<file path="config.mk">
export PLATFORM = sky130hd
export DESIGN_NAME = bptc_udiv
export DESIGN_NICKNAME = d
export VERILOG_FILES = /design/src/hdl/bptc_udiv.sv
export SDC_FILE = /design/constraint.sdc
export NUM_CORES = 2
export LEC_CHECK = 0
export BUFFER_PORTS_ARGS = -buffer_cell sky130_fd_sc_hd__buf_2
export CAP_MARGIN = 20
export CORE_MARGIN = 2
export CORE_UTILIZATION = 54
export CTS_CLUSTER_DIAMETER = 60
export DETAILED_ROUTE_END_ITERATION = 10
export PLACE_DENSITY = 0.77
export SLEW_MARGIN = 30
export SYNTH_ARGS = -nofsm -noshare
export SYNTH_HDL_FRONTEND = slang
export SYNTH_SLANG_ARGS = --single-unit
</file>
<file path="constraint.sdc">
create_clock -name i_clk -period 3.06 [get_ports i_clk]
set_input_delay 0.153 -clock i_clk [delete_from_list [all_inputs] [get_ports i_clk]]
set_output_delay 0.153 -clock i_clk [all_outputs]
set_load 0.03 [all_outputs]
</file>
<file path="src/hdl/bptc_udiv.sv">
// ----------------------------------------------------------------------------
// bptc_udiv
// Pipelined unsigned restoring divider, one quotient bit per stage.
// ----------------------------------------------------------------------------
module bptc_udiv #(
    parameter int N = 32,
    parameter int D = 17,
    parameter int S = 8
) (
    input  logic         i_clk,
    input  logic         i_rst_n,
    input  logic         i_en,
    input  logic         i_vld,
    input  logic [N-1:0] i_num,
    input  logic [D-1:0] i_den,
    input  logic [S-1:0] i_side,
    output logic         o_vld,
    output logic [N-1:0] o_quo,
    output logic [S-1:0] o_side
);

    logic [N-1:0] r_num  [N];
    logic [D-1:0] r_rem  [N-1];
    logic [D-1:0] r_den  [N];
    logic [S-1:0] r_side [N];
    logic         r_vld  [N];

    for (genvar k = 0; k < N; k++) begin : g_stage
        logic [N-1:0] num_in;
        logic [D-1:0] rem_in;
        logic [D-1:0] den_in;
        logic [S-1:0] side_in;
        logic         vld_in;
        logic [D:0]   trial;
        logic [D:0]   diff;
        logic         ge;
        logic [D-1:0] n_rem;
        logic [N-1:0] n_num;

        if (k == 0) begin : g_first
            assign num_in  = i_num;
            assign rem_in  = '0;
            assign den_in  = i_den;
            assign side_in = i_side;
            assign vld_in  = i_vld;
        end else begin : g_next
            assign num_in  = r_num[k-1];
            assign rem_in  = r_rem[k-1];
            assign den_in  = r_den[k-1];
            assign side_in = r_side[k-1];
            assign vld_in  = r_vld[k-1];
        end

        always_comb begin
            trial = {rem_in, num_in[N-1]};
            diff  = trial - {1'b0, den_in};
            ge    = (trial >= {1'b0, den_in});
            n_rem = ge ? diff[D-1:0] : trial[D-1:0];
            n_num = {num_in[N-2:0], ge};
        end

        always_ff @(posedge i_clk) begin
            if (!i_rst_n) begin
                r_vld[k] <= 1'b0;
            end else if (i_en) begin
                r_vld[k] <= vld_in;
            end
        end

        always_ff @(posedge i_clk) begin
            if (i_en) begin
                r_num[k]  <= n_num;
                r_den[k]  <= den_in;
                r_side[k] <= side_in;
            end
        end

        if (k < N - 1) begin : g_rem
            always_ff @(posedge i_clk) begin
                if (i_en) begin
                    r_rem[k] <= n_rem;
                end
            end
        end
    end

    assign o_vld  = r_vld[N-1];
    assign o_quo  = r_num[N-1];
    assign o_side = r_side[N-1];

endmodule
</file>
=== Word level (Yosys, flattened, before mapping) ===
Memories as Yosys holds them, arrays and structs flattened.
Index checks and enable logic that the tools add are counted.

* Register bits after elaboration: 0
* Memories kept: 5
* Bits in writable memories: 2,383
* Output and inout port bits: 41

{| class="wikitable"
|+ Memory list
! name !! words !! bits a word !! read ports !! clocked after Yosys merged registers in !! wr ports !! line !! text
|-
| r_num || 32 || 32 || 32 || 0 || 32 || 22 || <nowiki>logic [N-1:0] r_num [N];</nowiki>
|-
| r_den || 32 || 17 || 31 || 0 || 32 || 24 || <nowiki>logic [D-1:0] r_den [N];</nowiki>
|-
| r_rem || 31 || 17 || 31 || 0 || 31 || 23 || <nowiki>logic [D-1:0] r_rem [N-1];</nowiki>
|-
| r_side || 32 || 8 || 32 || 0 || 32 || 25 || <nowiki>logic [S-1:0] r_side [N];</nowiki>
|-
| r_vld || 32 || 1 || 32 || 0 || 32 || 26 || <nowiki>logic r_vld [N];</nowiki>
|}

* Add/sub/neg operators: 31
* Order comparisons: 32
* Bitwise logic cells: 32
* Mux-type cells: 68

{| class="wikitable"
|+ Operators with widths
! cell !! number
|-
| $ge 18x17->1 || 31
|-
| $mux 17 || 31
|-
| $sub 17x17->17 || 30
|-
| $mux 1 || 37
|-
| $or 1x1->1 || 32
|-
| $ge 1x17->1 || 1
|-
| $sub 1x17->17 || 1
|}

=== Logic depth before layout (Yosys ltp) ===
* Depth in word-level cells: 4
* Gate-level depth with buffers: 14
* Depth with buffers taken out: 13

=== Worst setup path after synthesis ===
No wires, ideal clock.

* Path kind: register -> register
* Start point: memory r_num[4][31] (netlist: r_num[2][31])
* End point: memory r_rem[5][10], data pin
* Arrival: 2.952 ns
* Setup time: 0.260 ns
* Setup slack: -0.152 ns
* Path buffers: 1
* Cell stages (with the launch flop): 14
* Path through: edfxtp_1 inv_1 ha_1 inv_1 fa_1 a21o_1 a21oi_1 o21ai_1 a221oi_2 o211ai_1 a211oi_2 o21bai_4 buf_6 mux2_2

{| class="wikitable"
|+ RTL lines
! what !! line
|-
| from (decl) || 22
|-
| to (decl) || 23
|}

==> flow_metrics.py <==
metrics = {
    "outcome": {
        "status": "finished, violations left",
        "violations": "setup timing",
    },
    "sta": {
        "period_share": 1.03,
        "slew_violations": 0,
        "setup_violations": 38,
        "timing.hold.ws_ns": 0.0870,
        "hold_viol_final": 0,
        "max_slew_margin": 0.460,
        "max_freq_ghz": 0.318,
        "min_period_ns": 3.14,
        "worst_slew_pin_slew_ns": 0.789,
        "rsz0062_at_grt": "true",
        "fin_ws_ns": -0.0846,
        "setup_tns_ns": -1.65,
        "finClkSkew_ns": 0.0632,
    },
    "yosys": {
        "synth_area_per_cell_um2": 14.5,
        "ys_ff_latch": 2366,
        "ys_warn_count": 0,
        "synth_top_cell_area_share": 0.691,
        "yosysUniqueCellTypes": 91,
        "ys_top_cells_by_area": "edfxtp_1 (69%), ha_1 (6.4%), inv_1 (2.5%)",
        "synth_ff_type": "edfxtp_1",
        "synth_area_um2": 103000,
        "synthArstFlopShare": 0,
        "syn_inst": 7067,
        "yosysSeqAreaShare": 0.691,
        "synth.largest_area_cell": "edfxtp_1",
        "synth_edf_count": 2365,
        "synth_fp_nets": 7687,
    },
    "finish": {
        "area_growth_pct": 17.5,
        "n_antenna_cell": 0,
        "final_layout_size_suffix_gt1_frac": 0.174,
        "fin_area_um2": 121000,
        "fillers": 13398,
        "nets": 8460,
        "fin_util": 0.637,
    },
    "critical_path": {
        "crit_family": "compound AO/OA/AOI/OAI gates",
        "critPathArrivalTime_ns": 3.73,
        "max_stage_delay_ns": 0.55,
        "path_cells": "inv_2, ha_4, inv_2, fa_2, a41o_1, a211o_1, a21oi_2, nor2_2, nand3_2, a31oi_1, or4_4, buf_12, mux2_4",
        "cp_common_cell": "inv_2",
        "critPathSlowestCell": "or4_4",
        "crit_fanout": 18,
        "crit_required_ns": 3.65,
        "r2r_slack_ns": -0.08,
        "reg2regPathDepth": 13,
        "timing.rr.end": "r_rem[28][8]$_DFFE_PP_",
        "crit_type": "flip-flop to flip-flop",
        "timing.rr.start": "r_num[13][63]$_DFFE_PP_",
        "worst-path-buf-inv": 3,
        "critPathLaunchType": "flip-flop",
        "critPathCaptureType": "flip-flop",
    },
    "global_route": {
        "grt_overflow": 0,
        "grt_start_max_net_pins": 118,
        "gr-usage-all-layers": 0.192,
        "grt_pass1_wl_um": 299000,
        "grt_pass1_vias": 57395,
        "antenna_found_initial": 1,
    },
    "floorplanning": {
        "start_util": 0.542,
        "die_w_um": 440,
        "row_count": 160,
        "io_pins": 102,
        "core_area_um2": 190000,
        "die_h_um": 440,
        "dieArea_um2": 194000,
    },
    "pwr": {
        "ir_worst_vdd_mv": 0.526,
        "combPwrFrac": 0.360,
        "power_uw": 121000,
        "clkPwrFrac": 0.252,
        "leakage_uw": 0.0469,
        "switchingPower_uw": 38500,
        "p_sw_frac": 0.318,
        "internal-power_uw": 82700,
        "powerDensity_nw_per_um2": 1000,
        "p_seq_frac": 0.388,
    },
    "clock_tree": {
        "clockBufferDepth": 3,
        "htree_levels": 4,
        "worstSkewPairLatency_ns": 0.90,
        "numCtsBuffers": 241,
        "cts.sinks": 2366,
        "clk_root_buffer_cell": "clkbuf_16",
        "clkSlewWorstSetupHoldPaths_ns": 0.06,
        "cts_tree": "yes",
    },
    "min_path": {
        "min_path_cells": 2,
        "worstHoldEndpoint": "r_den[0][13]$_DFFE_PP_",
        "hold_path_class": "input port to flip-flop",
        "hp-start": "i_den[13]",
    },
    "placed_design": {
        "globalplace.congestion": 0.966,
        "dpl_cell_area_um2": 109000,
        "portBuffers": 101,
        "dp_hpwl_um": 125000,
    },
    "routing": {
        "vias_per_cell": 5.48,
        "first_pass_iters": 6,
        "vias": 57859,
        "wl_um": 190000,
        "route.detailed.drc": 0,
        "wl_per_cell_um": 17.9,
        "ant_nets": 0,
        "first_iter_violations": 4183,
    },
    "job": {
        "drv_cap": 0,
    },
}
[power groups by stage]
| stage | Clock (µW) | Sequential, µW | Combinational (µW) |
|---|---|---|---|
| 3_5_place_dp | 0 | 47600 | 38900 |
| 4_1_cts | 31400 | 47000 | 41300 |
| 3_3_place_gp | 0 | 47500 | 37700 |
| 5_1_grt | 32600 | 47500 | 48000 |
| 2_1_floorplan | 0 | 46000 | 28900 |
| 6_report | 30600 | 47100 | 43600 |
[layer usage]
layer | vias to the layer above | routed length (µm) | track usage
met4 | 0 | 6500 | 0.0726
met2 | 1427 | 94500 | 0.330
met3 | 434 | 8020 | 0.0284
met1 | 27959 | 80500 | 0.248
met5 | - | 0 | 0
li1 | 28039 | - | -
[through the flow]
step                worst slack [ns]  cells
floorplan                    -0.0751   7067
global placement              -0.175   9886
detailed placement            -0.207   9886
CTS                          -0.0956  10512
global route                  -0.191  10566
finish                       -0.0846  10566
[worst max path at each step]
stage	from	to	slack, ns	depth (start not counted)
final	r_num[13][63]$_DFFE_PP_	r_rem[28][8]$_DFFE_PP_	-0.08	13
after global placement	r_num[4][63]$_DFFE_PP_	r_rem[10][6]$_DFFE_PP_	-0.17	13
after global routing	r_num[13][63]$_DFFE_PP_	r_rem[28][8]$_DFFE_PP_	-0.19	13
after floorplan	r_num[13][63]$_DFFE_PP_	r_rem[28][10]$_DFFE_PP_	-0.08	14
after detailed placement	r_num[4][63]$_DFFE_PP_	r_rem[10][7]$_DFFE_PP_	-0.21	13
after CTS	r_num[13][63]$_DFFE_PP_	r_rem[28][8]$_DFFE_PP_	-0.1	13
[cell families after synthesis]
family,synth area share
DFF,0.691
AOI/OAI and AO/OA,0.0891
and+or+nand+nor,0.0577
buffers and inverters,0.0295
adders and majority gates,0.0702
xor gates and xnor gates,0.0333
muxes,0.0290
[synthesized netlist by cell type, types with 25 or more instances]
cell type,n
nand3_1,81
a21oi_1,461
or2_2,30
mux2_2,230
o21bai_1,62
a31oi_1,46
clkbuf_1,64
nand2b_1,45
inv_1,691
ha_1,529
a21o_1,172
nand4_1,57
o211ai_1,29
o21ai_0,342
nor3_1,104
xnor2_1,235
xor2_1,156
edfxtp_1,2365
nor4_1,25
o21a_1,67
a211oi_1,35
fa_1,30
mux2i_1,26
nor2_1,313
nor2b_1,58
nand2_1,385
and3_1,62
[flip-flops by register name, summed over array words and instances (netlist names)]
signal  flops
r_num    1024
r_side    256
r_vld      32
r_den     527
r_rem     527
[timing repair]
item	CTS	global route
gates cloned	9	4
hold endpoints to repair	189	0
buffers inserted	43	58
hold buffers	116	0
endpoints found under the setup margin	233	433
resized for setup	116	233
pin swaps	38	103
[cells in the final DEF, fill, tap and decap left out, types with 30 or more instances in the layout]
cell type	netlist	routed
a21o_1	172	172
a21oi_1	461	428
a21oi_2	1	32
a31oi_1	46	36
and3_1	62	62
buf_12	1	46
buf_2	18	101
buf_4	5	327
bufinv_16	0	37
clkbuf_16	0	243
clkinv_1	0	45
clkinv_2	0	37
dlygate4sd3_1	0	116
edfxtp_1	2365	2365
ha_1	529	506
inv_1	691	669
mux2_2	230	158
mux2_4	8	81
nand2_1	385	384
nand2b_1	45	45
nand3_1	81	80
nand4_1	57	57
nor2_1	313	302
nor2b_1	58	57
nor3_1	104	96
o21a_1	67	67
o21ai_0	342	315
o21bai_1	62	60
or2_2	30	30
xnor2_1	235	235
xor2_1	156	156
[cell type report]
type / instances / area, µm² / share of cell area
sequential: 2366 / 71000 / 0.588
multi-input combinational: 3917 / 30000 / 0.249
clock buffer: 269 / 6140 / 0.0508
timing repair buffer: 621 / 5470 / 0.0453
tap: 2511 / 3140 / 0.0260
inverter: 693 / 2600 / 0.0215
clock inverter: 189 / 2380 / 0.0197
Power figures use the tool's default switching activity.
